===== config.mk =====
export PLATFORM = sky130hd
export DESIGN_NAME = lru_key_value_cache_unit
export DESIGN_NICKNAME = d
export VERILOG_FILES = /design/src/rtl/core/lkvc_pkg.sv /design/src/rtl/core/lru_key_value_cache_unit.sv /design/src/rtl/core/lkvc_cell.sv
export SDC_FILE = /design/constraint.sdc
export NUM_CORES = 2
export LEC_CHECK = 0
export ABC_AREA = 0
export BUFFER_PORTS_ARGS = -buffer_cell sky130_fd_sc_hd__buf_2
export CORE_AREA = 4 4 346 348
export CTS_CLUSTER_DIAMETER = 200
export DETAILED_ROUTE_END_ITERATION = 8
export DIE_AREA = 0 0 350 352
export PLACE_DENSITY = 0.67
export SLEW_MARGIN = 20
export SYNTH_ARGS = -nofsm -noshare
export SYNTH_HDL_FRONTEND = slang
export SYNTH_SLANG_ARGS = --single-unit

===== constraint.sdc =====
create_clock -name clk -period 14.5 [get_ports clk]
set_input_delay 2.175 -clock clk [delete_from_list [all_inputs] [get_ports clk]]
set_output_delay 2.175 -clock clk [all_outputs]
set_load 0.02 [all_outputs]

===== src/rtl/core/lkvc_pkg.sv =====
`timescale 1ns / 1ps
// ----------------------------------------------------------------------------
// LRU key/value cache package
// Shared request and result types, chain commands and register constants.
// ----------------------------------------------------------------------------
package lkvc_pkg;

  // Field widths of the request and result transactions.
  localparam int unsigned KEY_W   = 32;
  localparam int unsigned VALUE_W = 32;
  localparam int unsigned CAP_W   = 5;

  // Request kinds.
  localparam logic REQ_GET = 1'b0;
  localparam logic REQ_SET = 1'b1;

  // Register map: register index and reset value.
  localparam logic       REG_CAPACITY = 1'b0;
  localparam logic [4:0] CAP_RESET    = 5'd16;

  // Request transaction.
  typedef struct packed {
    logic               req_type;
    logic [KEY_W-1:0]   key;
    logic [VALUE_W-1:0] value;
  } req_t;

  // Result transaction.
  typedef struct packed {
    logic               hit;
    logic [VALUE_W-1:0] read_value;
    logic               evicted;
    logic [KEY_W-1:0]   evicted_key;
  } rsp_t;

  // Command broadcast to every cell of the chain.
  typedef enum logic [1:0] {
    OP_NONE    = 2'd0,  // hold
    OP_PROMOTE = 2'd1,  // move the hit entry to the most recent end
    OP_SHIFT   = 2'd2,  // drop the least recent entry, insert at the top
    OP_APPEND  = 2'd3   // insert just above the top entry
  } op_t;

  // Per-cell control bundle.
  typedef struct packed {
    op_t  op;
    logic at_or_above;  // this cell lies at or above the hit entry
    logic nbr_valid;    // the next (more recent) cell holds an entry
    logic prv_valid;    // the previous (less recent) cell holds an entry
    logic cmp_en;       // capture the compare result this cycle
  } cell_ctl_t;

  // Sequencer states.
  typedef enum logic [1:0] {
    ST_IDLE   = 2'b01,
    ST_UPDATE = 2'b10
  } state_t;

endpackage


===== src/rtl/core/lru_key_value_cache_unit.sv =====
`timescale 1ns / 1ps
// ----------------------------------------------------------------------------
// LRU key/value cache unit
// Fully associative get/set store kept as a chain of cells in recency order.
// ----------------------------------------------------------------------------
// For each request, in the cycle it is accepted every cell compares the key
// with its own and registers the result; in the update state that follows,
// the sequencer decodes hit, eviction or insertion and the cells shift toward
// the least recent end in one step while the result transaction is written to
// the output register. A new request is accepted in the cycle after that.
// While the output register still holds an untaken result, the update waits
// for it to free. Cell 0 holds the least recent entry; valid bits live in
// flip-flops, so no clearing pass follows reset.
// Capacity (register 0, addresses 0 to 3) acts as 1 when written 0 and as
// ENTRIES when written above it; a read returns the value as written.
// ----------------------------------------------------------------------------
module lru_key_value_cache_unit #(
  parameter int unsigned ENTRIES    = 16,
  parameter int unsigned KEY_BITS   = 32,
  parameter int unsigned VALUE_BITS = 32
) (
  input  logic             clk,
  input  logic             rst_n,
  // Request channel
  input  logic             in_valid,
  output logic             in_ready,
  input  lkvc_pkg::req_t   in_req,
  // Result channel
  output logic             out_valid,
  input  logic             out_ready,
  output lkvc_pkg::rsp_t   out_rsp,
  // Configuration port
  input  logic             cfg_psel,
  input  logic             cfg_penable,
  input  logic             cfg_pwrite,
  input  logic [2:0]       cfg_paddr,
  input  logic [31:0]      cfg_pwdata,
  output logic [31:0]      cfg_prdata,
  output logic             cfg_pready
);
  import lkvc_pkg::*;

  localparam int unsigned CW = $clog2(ENTRIES + 1);
  localparam int unsigned EW = (CW > CAP_W) ? CW : CAP_W;
  localparam int unsigned NL = (ENTRIES > 1) ? $clog2(ENTRIES) : 1;

  // Sequencer and request registers.
  state_t                state_r;
  state_t                state_nxt;
  logic                  req_type_r;
  logic [KEY_BITS-1:0]   req_key_r;
  logic [VALUE_BITS-1:0] req_value_r;
  logic [CW-1:0]         count_r;
  logic [CW-1:0]         count_nxt;
  logic [CAP_W-1:0]      capacity_r;
  logic                  out_valid_r;
  rsp_t                  out_rsp_r;

  // Chain signals.
  cell_ctl_t             ctl       [ENTRIES];
  logic [ENTRIES-1:0]    cell_valid;
  logic [ENTRIES-1:0]    cell_match;
  logic [KEY_BITS-1:0]   cell_key  [ENTRIES];
  logic [VALUE_BITS-1:0] cell_value[ENTRIES];
  logic [ENTRIES-1:0]    pre       [NL+1];

  logic                  accept;
  logic                  commit;
  logic                  hit;
  logic                  evict;
  op_t                   op;
  logic [KEY_BITS-1:0]   in_key;
  logic [KEY_BITS+31:0]  in_key_x;
  logic [VALUE_BITS+31:0] in_value_x;
  logic [VALUE_BITS-1:0] hit_value;
  logic [VALUE_BITS-1:0] ld_value;
  logic [VALUE_BITS+31:0] hit_value_x;
  logic [KEY_BITS+31:0]  ev_key_x;
  logic [EW-1:0]         cap_x;
  logic [EW-1:0]         cnt_x;
  logic [EW-1:0]         lim_x;
  logic                  cfg_write;

  // Handshakes.
  assign accept   = in_valid && in_ready;
  assign in_ready = (state_r == ST_IDLE);
  assign commit   = (state_r == ST_UPDATE) && (!out_valid_r || out_ready);

  // Request fields at the stored widths.
  assign in_key_x   = {{KEY_BITS{1'b0}}, in_req.key};
  assign in_key     = in_key_x[KEY_BITS-1:0];
  assign in_value_x = {{VALUE_BITS{1'b0}}, in_req.value};

  // Sequencer.
  always_comb begin
    state_nxt = state_r;
    case (state_r)
      ST_IDLE: begin
        if (accept) begin
          state_nxt = ST_UPDATE;
        end
      end
      ST_UPDATE: begin
        if (commit) begin
          state_nxt = ST_IDLE;
        end
      end
      default: begin
        state_nxt = ST_IDLE;
      end
    endcase
  end

  // Configuration register write and read.
  assign cfg_write  = cfg_psel && cfg_penable && cfg_pwrite && (cfg_paddr[2] == REG_CAPACITY);
  assign cfg_pready = 1'b1;
  assign cfg_prdata = (cfg_paddr[2] == REG_CAPACITY) ? {{(32 - CAP_W){1'b0}}, capacity_r}
                                                     : 32'd0;

  // Eviction happens when the occupied count has reached the effective capacity.
  always_comb begin
    cap_x = EW'(capacity_r);
    cnt_x = EW'(count_r);
    if (capacity_r == '0) begin
      lim_x = EW'(1);
    end else if (cap_x > EW'(ENTRIES)) begin
      lim_x = EW'(ENTRIES);
    end else begin
      lim_x = cap_x;
    end
  end

  assign hit   = |cell_match;
  assign evict = (cnt_x >= lim_x);

  // Value of the hit entry: at most one cell matches.
  always_comb begin
    hit_value = '0;
    for (int i = 0; i < ENTRIES; i++) begin
      hit_value = hit_value | (cell_match[i] ? cell_value[i] : '0);
    end
  end

  // Command for the chain in the update cycle.
  always_comb begin
    op = OP_NONE;
    if (commit) begin
      if (hit) begin
        op = OP_PROMOTE;
      end else if (req_type_r == REQ_SET) begin
        op = evict ? OP_SHIFT : OP_APPEND;
      end
    end
  end

  assign ld_value  = (hit && (req_type_r == REQ_GET)) ? hit_value : req_value_r;
  assign count_nxt = (op == OP_APPEND) ? (count_r + CW'(1)) : count_r;

  // Cells at or above the hit entry: log-depth prefix OR over the match vector.
  assign pre[0] = cell_match;
  for (genvar lv = 0; lv < NL; lv++) begin : g_pre
    for (genvar i = 0; i < ENTRIES; i++) begin : g_bit
      if (i >= (1 << lv)) begin : g_or
        assign pre[lv+1][i] = pre[lv][i] | pre[lv][i - (1 << lv)];
      end else begin : g_pass
        assign pre[lv+1][i] = pre[lv][i];
      end
    end
  end

  // The chain of cells.
  for (genvar i = 0; i < ENTRIES; i++) begin : g_cell
    logic [KEY_BITS-1:0]   nbr_key;
    logic [VALUE_BITS-1:0] nbr_value;

    if (i < ENTRIES - 1) begin : g_nbr
      assign nbr_key            = cell_key[i+1];
      assign nbr_value          = cell_value[i+1];
      assign ctl[i].nbr_valid   = cell_valid[i+1];
    end else begin : g_end
      assign nbr_key            = '0;
      assign nbr_value          = '0;
      assign ctl[i].nbr_valid   = 1'b0;
    end

    if (i > 0) begin : g_prv
      assign ctl[i].prv_valid = cell_valid[i-1];
    end else begin : g_first
      assign ctl[i].prv_valid = 1'b1;
    end

    assign ctl[i].op          = op;
    assign ctl[i].at_or_above = pre[NL][i];
    assign ctl[i].cmp_en      = accept;

    lkvc_cell #(
      .KEY_BITS   (KEY_BITS),
      .VALUE_BITS (VALUE_BITS)
    ) u_cell (
      .clk       (clk),
      .rst_n     (rst_n),
      .ctl       (ctl[i]),
      .cmp_key   (in_key),
      .ld_key    (req_key_r),
      .ld_value  (ld_value),
      .nbr_key   (nbr_key),
      .nbr_value (nbr_value),
      .valid     (cell_valid[i]),
      .match     (cell_match[i]),
      .key       (cell_key[i]),
      .value     (cell_value[i])
    );
  end

  // Result fields narrowed to the transaction widths.
  assign hit_value_x = {32'd0, hit_value};
  assign ev_key_x    = {32'd0, cell_key[0]};

  // Control registers.
  always_ff @(posedge clk) begin
    if (!rst_n) begin
      state_r     <= ST_IDLE;
      count_r     <= '0;
      capacity_r  <= CAP_RESET;
      out_valid_r <= 1'b0;
    end else begin
      state_r <= state_nxt;
      count_r <= count_nxt;
      if (cfg_write) begin
        capacity_r <= cfg_pwdata[CAP_W-1:0];
      end
      if (commit) begin
        out_valid_r <= 1'b1;
      end else if (out_ready) begin
        out_valid_r <= 1'b0;
      end
    end
  end

  // Request and result payload.
  always_ff @(posedge clk) begin
    if (accept) begin
      req_type_r  <= in_req.req_type;
      req_key_r   <= in_key;
      req_value_r <= in_value_x[VALUE_BITS-1:0];
    end
    if (commit) begin
      out_rsp_r.hit         <= hit;
      out_rsp_r.read_value  <= (hit && (req_type_r == REQ_GET)) ? hit_value_x[31:0] : '0;
      out_rsp_r.evicted     <= (op == OP_SHIFT);
      out_rsp_r.evicted_key <= (op == OP_SHIFT) ? ev_key_x[31:0] : '0;
    end
  end

  assign out_valid = out_valid_r;
  assign out_rsp   = out_rsp_r;

  // The number of valid cells always equals the occupied count.
  assert property (@(posedge clk) disable iff (!rst_n)
    $countones(cell_valid) == int'(count_r))
    else $error("valid cells disagree with the occupied count");

  // Keys in the cache are unique, so at most one cell matches.
  assert property (@(posedge clk) disable iff (!rst_n)
    (state_r == ST_UPDATE) |-> $onehot0(cell_match))
    else $error("more than one cell matched the request key");

  // An eviction replaces one entry and leaves the count unchanged.
  assert property (@(posedge clk) disable iff (!rst_n)
    (op == OP_SHIFT) |=> $stable(count_r))
    else $error("eviction changed the occupied count");

  // The occupied count never passes the number of cells.
  assert property (@(posedge clk) disable iff (!rst_n)
    count_r <= CW'(ENTRIES))
    else $error("occupied count exceeds the chain length");

endmodule


===== src/rtl/core/lkvc_cell.sv =====
`timescale 1ns / 1ps
// ----------------------------------------------------------------------------
// LRU key/value cache cell
// One slot of the recency chain: holds a key, a value and a valid bit,
// compares its key with the request and takes its neighbor's entry or the loaded one.
// ----------------------------------------------------------------------------
module lkvc_cell #(
  parameter int unsigned KEY_BITS   = 32,
  parameter int unsigned VALUE_BITS = 32
) (
  input  logic                   clk,
  input  logic                   rst_n,
  input  lkvc_pkg::cell_ctl_t    ctl,
  input  logic [KEY_BITS-1:0]    cmp_key,
  input  logic [KEY_BITS-1:0]    ld_key,
  input  logic [VALUE_BITS-1:0]  ld_value,
  input  logic [KEY_BITS-1:0]    nbr_key,
  input  logic [VALUE_BITS-1:0]  nbr_value,
  output logic                   valid,
  output logic                   match,
  output logic [KEY_BITS-1:0]    key,
  output logic [VALUE_BITS-1:0]  value
);
  import lkvc_pkg::*;

  logic                  valid_r;
  logic                  valid_nxt;
  logic                  match_r;
  logic                  match_nxt;
  logic [KEY_BITS-1:0]   key_r;
  logic [KEY_BITS-1:0]   key_nxt;
  logic [VALUE_BITS-1:0] value_r;
  logic [VALUE_BITS-1:0] value_nxt;
  logic                  is_top;
  logic                  is_next;
  logic                  take_nbr;
  logic                  take_ld;

  // Position of this cell relative to the occupied part of the chain.
  assign is_top  = valid_r && !ctl.nbr_valid;
  assign is_next = !valid_r && ctl.prv_valid;

  // Decode the broadcast command into this cell's move.
  always_comb begin
    take_nbr = 1'b0;
    take_ld  = 1'b0;
    case (ctl.op)
      OP_PROMOTE: begin
        take_nbr = ctl.at_or_above && ctl.nbr_valid;
        take_ld  = is_top;
      end
      OP_SHIFT: begin
        take_nbr = ctl.nbr_valid;
        take_ld  = is_top;
      end
      OP_APPEND: begin
        take_ld  = is_next;
      end
      OP_NONE: begin
        take_nbr = 1'b0;
        take_ld  = 1'b0;
      end
      default: begin
        take_nbr = 1'b0;
        take_ld  = 1'b0;
      end
    endcase
  end

  // Next state of the slot.
  always_comb begin
    valid_nxt = valid_r || ((ctl.op == OP_APPEND) && is_next);
    match_nxt = ctl.cmp_en ? (valid_r && (key_r == cmp_key)) : match_r;
    key_nxt   = key_r;
    value_nxt = value_r;
    if (take_nbr) begin
      key_nxt   = nbr_key;
      value_nxt = nbr_value;
    end else if (take_ld) begin
      key_nxt   = ld_key;
      value_nxt = ld_value;
    end
  end

  // Control bits.
  always_ff @(posedge clk) begin
    if (!rst_n) begin
      valid_r <= 1'b0;
      match_r <= 1'b0;
    end else begin
      valid_r <= valid_nxt;
      match_r <= match_nxt;
    end
  end

  // Slot payload.
  always_ff @(posedge clk) begin
    key_r   <= key_nxt;
    value_r <= value_nxt;
  end

  assign valid = valid_r;
  assign match = match_r;
  assign key   = key_r;
  assign value = value_r;

endmodule

# Word-level counts from Yosys, hierarchy flattened
# Index checks and enable logic that the tools add are counted.
dict set report classes {
  eq_ne 23
  n_reduce_logical 123
  order_cmp 2
  add_sub_neg 1
  bitwise 62
  n_mux 120
}
# op count
set op_table {}
lappend op_table {{32-bit two-way mux} 77}
lappend op_table {{32-bit == test} 16}
lappend op_table {{32-bit bitwise OR} 15}
lappend op_table {{1-bit logical AND} 68}
lappend op_table {{1-bit one-hot mux with 3 select lines} 16}
lappend op_table {{1-bit bitwise OR} 45}
lappend op_table {{2-bit nonzero test} 16}
lappend op_table {{1-bit one-hot mux with 2 select lines} 15}
lappend op_table {{1-bit zero test} 17}
lappend op_table {{1-bit logical OR} 17}
lappend op_table {{16-bit OR reduction} 1}
lappend op_table {{5-bit two-way mux} 3}
lappend op_table {{2-bit two-way mux} 5}
lappend op_table {{2-bit == test (second input constant)} 3}
lappend op_table {{5-bit by 1-bit adder with 5-bit output (second input constant)} 1}
lappend op_table {{5-bit greater-or-equal comparator} 1}
lappend op_table {{5-bit > comparator (second input constant)} 1}
lappend op_table {{5-bit zero test} 1}
lappend op_table {{2-bit by 1-bit == test with 1-bit output (second input constant)} 2}
lappend op_table {{2-bit one-hot mux with 2 select lines} 1}
lappend op_table {{1-bit two-way mux} 3}
lappend op_table {{2-bit zero test} 1}
lappend op_table {{2-bit by 1-bit != test with 1-bit output (second input constant)} 1}
lappend op_table {{2-bit != test (second input constant)} 1}
lappend op_table {{3 further kinds} 4}
dict set report totals {
  word_cells 406
  ff_bits 1200
  out_inout_bits 101
  in_bits 107
}

# Logic depth before layout (Yosys ltp)
dict set report depth {
  ltp_word 19
  ltp_mapped 17
  depth_no_buf 15
}

# By module
# Synthesis repeated with hierarchy kept, for this count alone.
dict set report hier_totals {
  hier_cells 3848
  area_unflattened_um2 62995.4
}
# module area_each_um2 seq_area_each_um2 instances cells_per_inst
set by_module_without_submodules {}
lappend by_module_without_submodules {lkvc_cell 3418.3 1961.9 16 195}
lappend by_module_without_submodules {lru_key_value_cache_unit 8303.0 4194.0 1 728}

# Worst setup path before layout
# OpenSTA, ideal clock, no wires.
dict set report synth_path {
  path_kind {in2reg}
  startpoint {in out_ready}
  endpoint {reg g_cell[2].u_cell.key_r[0], enable pin}
  n_path_buf 2
  path_stages 9
  required_time_ps 13915
  path_slack_ps 2318
  arrival_ps 11597
  setup_time_ps 585
  path_cell_list {nand2b_1 > nor2b_1 > nand2_1 > or2_2 > ha_1 > clkbuf_1 > nand2_1 > clkbuf_1 > o32ai_1}
}
dict set report synth_between {
  elab_chain_cells 7
  word_cells_on_any_way 11
  classes_between {eq/ne: 3; mux: 3; reduce/logical: 5}
}
# item line
set synth_rtl {}
lappend synth_rtl {{from (decl)} lru_key_value_cache_unit.sv:30} ;# input logic out_ready,
lappend synth_rtl {{1-bit logical OR (*)} lru_key_value_cache_unit.sv:87} ;# assign commit = (state_r == ST_UPDATE) && (!out_valid_r || out_ready);
lappend synth_rtl {{1-bit logical AND (*)} lru_key_value_cache_unit.sv:87}
lappend synth_rtl {{named net commit} lru_key_value_cache_unit.sv:68} ;# logic commit;
lappend synth_rtl {{2-bit two-way mux (*)} lru_key_value_cache_unit.sv:147} ;# if (commit) begin
lappend synth_rtl {{2-bit == test / 2-bit by 1-bit == test with 1-bit output (equally long branches)} lkvc_cell.sv:47} ;# case (ctl.op)
lappend synth_rtl {{2-bit OR reduction (no line)} -}
lappend synth_rtl {{1-bit one-hot mux with 3 select lines} lkvc_cell.sv:47}
lappend synth_rtl {{2-bit nonzero test (no line) (*)} -}
lappend synth_rtl {{to (signal assigned)} lkvc_cell.sv:98} ;# key_r <= key_nxt;
lappend synth_rtl {{to (decl)} lkvc_cell.sv:30} ;# logic [KEY_BITS-1:0] key_r;
# Mark *: on every way through the listed nets, which the timed path passes. The rest lies on a longest branch.
# A chain may end at the register's enable or synchronous reset.

# Final worst setup path
dict set report layout_path {
  startpoint {in out_ready}
  endpoint {reg g_cell[13].u_cell.value_r[24], enable pin}
}
dict set report layout_between {
  elab_chain_cells 7
  word_cells_on_any_way 11
  classes_between {eq/ne: 3; mux: 3; reduce/logical: 5}
}
# item line
set layout_rtl {}
lappend layout_rtl {{1-bit logical OR (*)} lru_key_value_cache_unit.sv:87}
lappend layout_rtl {{1-bit logical AND (*)} lru_key_value_cache_unit.sv:87}
lappend layout_rtl {{named net commit} lru_key_value_cache_unit.sv:68}
lappend layout_rtl {{2-bit two-way mux (*)} lru_key_value_cache_unit.sv:147}
lappend layout_rtl {{2-bit == test / 2-bit by 1-bit == test with 1-bit output (equally long branches)} lkvc_cell.sv:47}
lappend layout_rtl {{2-bit OR reduction (no line)} -}
lappend layout_rtl {{1-bit one-hot mux with 3 select lines} lkvc_cell.sv:47}
lappend layout_rtl {{2-bit nonzero test (no line) (*)} -}
lappend layout_rtl {{to (signal assigned)} lkvc_cell.sv:99} ;# value_r <= value_nxt;
lappend layout_rtl {{to (decl)} lkvc_cell.sv:32} ;# logic [VALUE_BITS-1:0] value_r;
# Marked as above.

==> key figures <==
Logic synthesis
  • Post-synth top flop: edfxtp_1
  • Mapped Cells: 3,867
  • Post-synthesis cell type count: 57
  • Area contributors post-synth: edfxtp_1, mux2_2, xnor2_1, a221oi_1, a22o_1
  • Yosys warning count: 0
  • Yosys top cell area share: 58.7%
  • Most common cell in the netlist: edfxtp_1
  • Async S/R FF share, synth: 0%
  • Seq/Total Area, Yosys: 60.3%
  • List of most frequent post-synthesis cells: edfxtp_1, mux2_2, xnor2_1
  • Number of synthesized register bits: 1,200
  • EDFF count, synth: 1,155
  • Cell taking the most area after synthesis: edfxtp_1
  • Syn_area_per_cell: 15.3 um2
  • Post-Syn Area: 0.0590 mm2

Worst setup path
  • CP cell instances: buf_2 > nand2b_1 > nor2b_4 > buf_4 > nand2_1 > or2_2 > ha_1 > buf_4 > a21oi_2 > buf_4 > or4b_1 > o211ai_4 > buf_4 > o221ai_4 > buf_4
  • Worst R2R Setup Slack: 8.36 ns
  • FF-to-FF Start: g_cell[9].u_cell.match$_SDFFE_PN0P_
  • Worst Path Class, Setup: primary input to flip-flop
  • Delay of the slowest cell on the worst path: 0.86 ns
  • CP delay by family, top: buffers and inverters
  • Worst path bufs/invs: 6
  • Slowest cell on crit path: buf_4
  • Worst path arrival time: 6.92 ns
  • Critical Path Most Common Cell: buf_4
  • CP Capture Type: flip-flop
  • Reg2reg path depth: 13
  • Critical Path Fanout Max: 50
  • Reg2reg end: g_cell[13].u_cell.value[24]$_DFFE_PP_
  • WP data required: 14.89 ns
  • Setup crit start kind: primary input

Layout
  • Nets: 4,044
  • Final instance area: 0.0653 mm2
  • Layout overhead on the synthesized area: 10.6%
  • Share of layout cells above drive strength 1: 36.1%
  • Utilization after layout: 56.2%

STA
  • Max-slew violation count: 0
  • Fmax: 153 MHz
  • WHS: 0.549 ns
  • Slew Limit Headroom: 20.4%
  • Slew @ Worst Pin: 1.19 ns
  • Final setup fails: 0
  • Final hold vios: 0
  • RSZ-0062 raised after global routing: false
  • Tcrit/Tclk final: 45.0%
  • Fin Clk Skew: 0.0336 ns
  • Setup TNS: 0 ns
  • Min Clock Period, post-route: 6.52 ns

Detailed routing
  • DRT Wirelength: 183,000 um
  • Final ANT Viol Nets: 0
  • Vias/cell: 6.47
  • Drt wl/cell: 32.9 um
  • 1st-iter DRT viols: 4,232
  • Initial DRT Pass Iterations: 6
  • Remaining DRCs: 0
  • Via Count: 35,900

Placement
  • Port Buf Inserts: 150
  • Gp weighted congestion: 0.862
  • DP HPWL: 109,000 um
  • Placed Area: 0.0612 mm2

Floorplanning
  • Die area: 0.123 mm2
  • Core Footprint: 0.116 mm2
  • I/O pin total: 208
  • Rows: 125
  • Die width: 350 um
  • Die extent in y: 352 um
  • Initial core utilization: 50.8%

Clocking
  • Htree depth: 4
  • Clock Pin Slew Worst Setup and Hold Paths: 0.06 ns
  • CTS Buffer Depth: 3
  • Clk Latency, worst-skew pair: 0.75 ns
  • # resized after CTS: 0
  • Post-CTS Setup Repair Bufs: 0
  • Clk sink count: 1,200
  • CTS tree: built
  • CTS Hold Bufs: 0
  • Number of CTS-inserted buffers: 132
  • Root Buffer: clkbuf_16

Global route
  • Vias in the first global route: 35,600
  • GRT Total Usage: 29.0%
  • First-pass GRT wire length: 259,000 um
  • Initial antenna violation count: 4
  • Congestion Overflow GR: 0
  • Pin count of the biggest net entering global routing: 65

Min path
  • Worst hold path depth: 2
  • Hold-critical path endpoint: g_cell[0].u_cell.match$_SDFFE_PN0P_
  • Hold crit path type: flip-flop to flip-flop
  • Hold wc startpoint: g_cell[0].u_cell.match$_SDFFE_PN0P_

Status
  • Status: finished, final reports clean

Pwr
  • Power Density: 114 mW/mm2
  • Pleak: 20.9 nW
  • Worst vdd ir: 0.116 mV

Run
  • Max-cap violations: 0
[worst max-delay path by stage]
stage,from,to,cells after the start
floorplan,out_ready,g_cell[2].u_cell.key[0]$_DFFE_PP_,9
global placement,out_ready,g_cell[13].u_cell.value[11]$_DFFE_PP_,15
detailed placement,out_ready,g_cell[13].u_cell.value[24]$_DFFE_PP_,15
CTS,out_ready,g_cell[13].u_cell.value[24]$_DFFE_PP_,15
global route,out_ready,g_cell[13].u_cell.value[24]$_DFFE_PP_,15
finish,out_ready,g_cell[13].u_cell.value[24]$_DFFE_PP_,15
[cell type report]
cell class              count  area, um2
fillers                  9295      50900
flip-flops and latches   1200      35600
multi-input cells        2306      22100
clock buffers             174       3580
well taps                1524       1910
repair buffers            243       1510
clock inverters            65        435
inverters                  43        161
diodes                      1       2.50
[power breakdown]
group | internal (W) | switching, W | leakage [nW]
Combinational | 0.000184 | 0.000198 | 8.01
Clock | 0.00178 | 0.00142 | 1.95
Sequential | 0.00382 | 0.0000425 | 10.9
Total | 0.00578 | 0.00166 | 20.9
[per-layer routing]
| metal | GRT usage [%] | part of all wire [%] | vias to the layer above | routed length [um] |
|---|---|---|---|---|
| met1 | 40.5 | 40 | 18400 | 73600 |
| met5 | 0 | 0.0066 | - | 12 |
| met3 | 5.50 | 9.7 | 425 | 17700 |
| met2 | 45.1 | 46 | 2133 | 83900 |
| li1 | - | - | 14900 | - |
| met4 | 11.4 | 4.2 | 2 | 7670 |
[per-stage QoR]
stage,instances,worst slack [ns],power (W)
after global placement,5313,7.29,0.00430
after floorplan,3893,2.32,0.00419
after CTS,5552,8.00,0.00747
after global routing,5556,7.83,0.00764
after detailed placement,5313,7.23,0.00431
final,5556,7.98,0.00744
[kinds of logic (layout without fill, tap and decap cells)]
logic type | after synthesis | after routing | share of synthesized area, %
XOR/XNOR | 513 | 513 | 7.61
other | 2 | 29 | 0.0127
AO/OA/AOI/OAI | 320 | 320 | 4.50
multiplexers | 997 | 997 | 20.0
buffers and inverters | 387 | 525 | 3.11
adder cells (fa/ha/maj) | 11 | 11 | 0.233
flip-flops | 1200 | 1200 | 60.3
AND/OR/NAND/NOR | 437 | 437 | 4.31
[worst register-to-register path, cell delays in order (launching register included)]
cell and delay, ns:
dfxtp_2 0.31, buf_4 0.35, nor4_2 0.53, nand4_1 0.50
o31a_1 0.50, ha_1 0.19, buf_4 0.19, a21oi_2 0.13
buf_4 0.28, or4b_1 0.54, o211ai_4 0.77, buf_4 0.87
o221ai_4 0.22, buf_4 0.40
[cell usage in the layout (no fill, tap or decap), drive strengths merged, types with 45 or more instances in the layout]
cell / Yosys / layout
clkbuf: 212 / 174
xnor2: 444 / 444
mux2: 960 / 960
nor2: 50 / 50
dfxtp: 45 / 45
buf: 132 / 243
edfxtp: 1155 / 1155
a221oi: 128 / 128
a22o: 128 / 128
clkinv: 2 / 56
nand4: 111 / 111
nand2: 46 / 46
xor2: 69 / 69
inv: 41 / 48
[registers in the layout, summed over array words and instances (netlist names)]
| signal | flops |
|---|---|
| cap_x | 5 |
| cnt_x | 5 |
| g_cell.u_cell.match | 16 |
| out_valid | 1 |
| req_value_r | 32 |
| g_cell.u_cell.valid | 16 |
| req_type_r | 1 |
| req_key_r | 32 |
| g_cell.u_cell.key | 512 |
| g_cell.u_cell.value | 512 |
| state_r | 2 |
| out_rsp | 66 |
No activity file was read; power rests on OpenSTA's default activity.
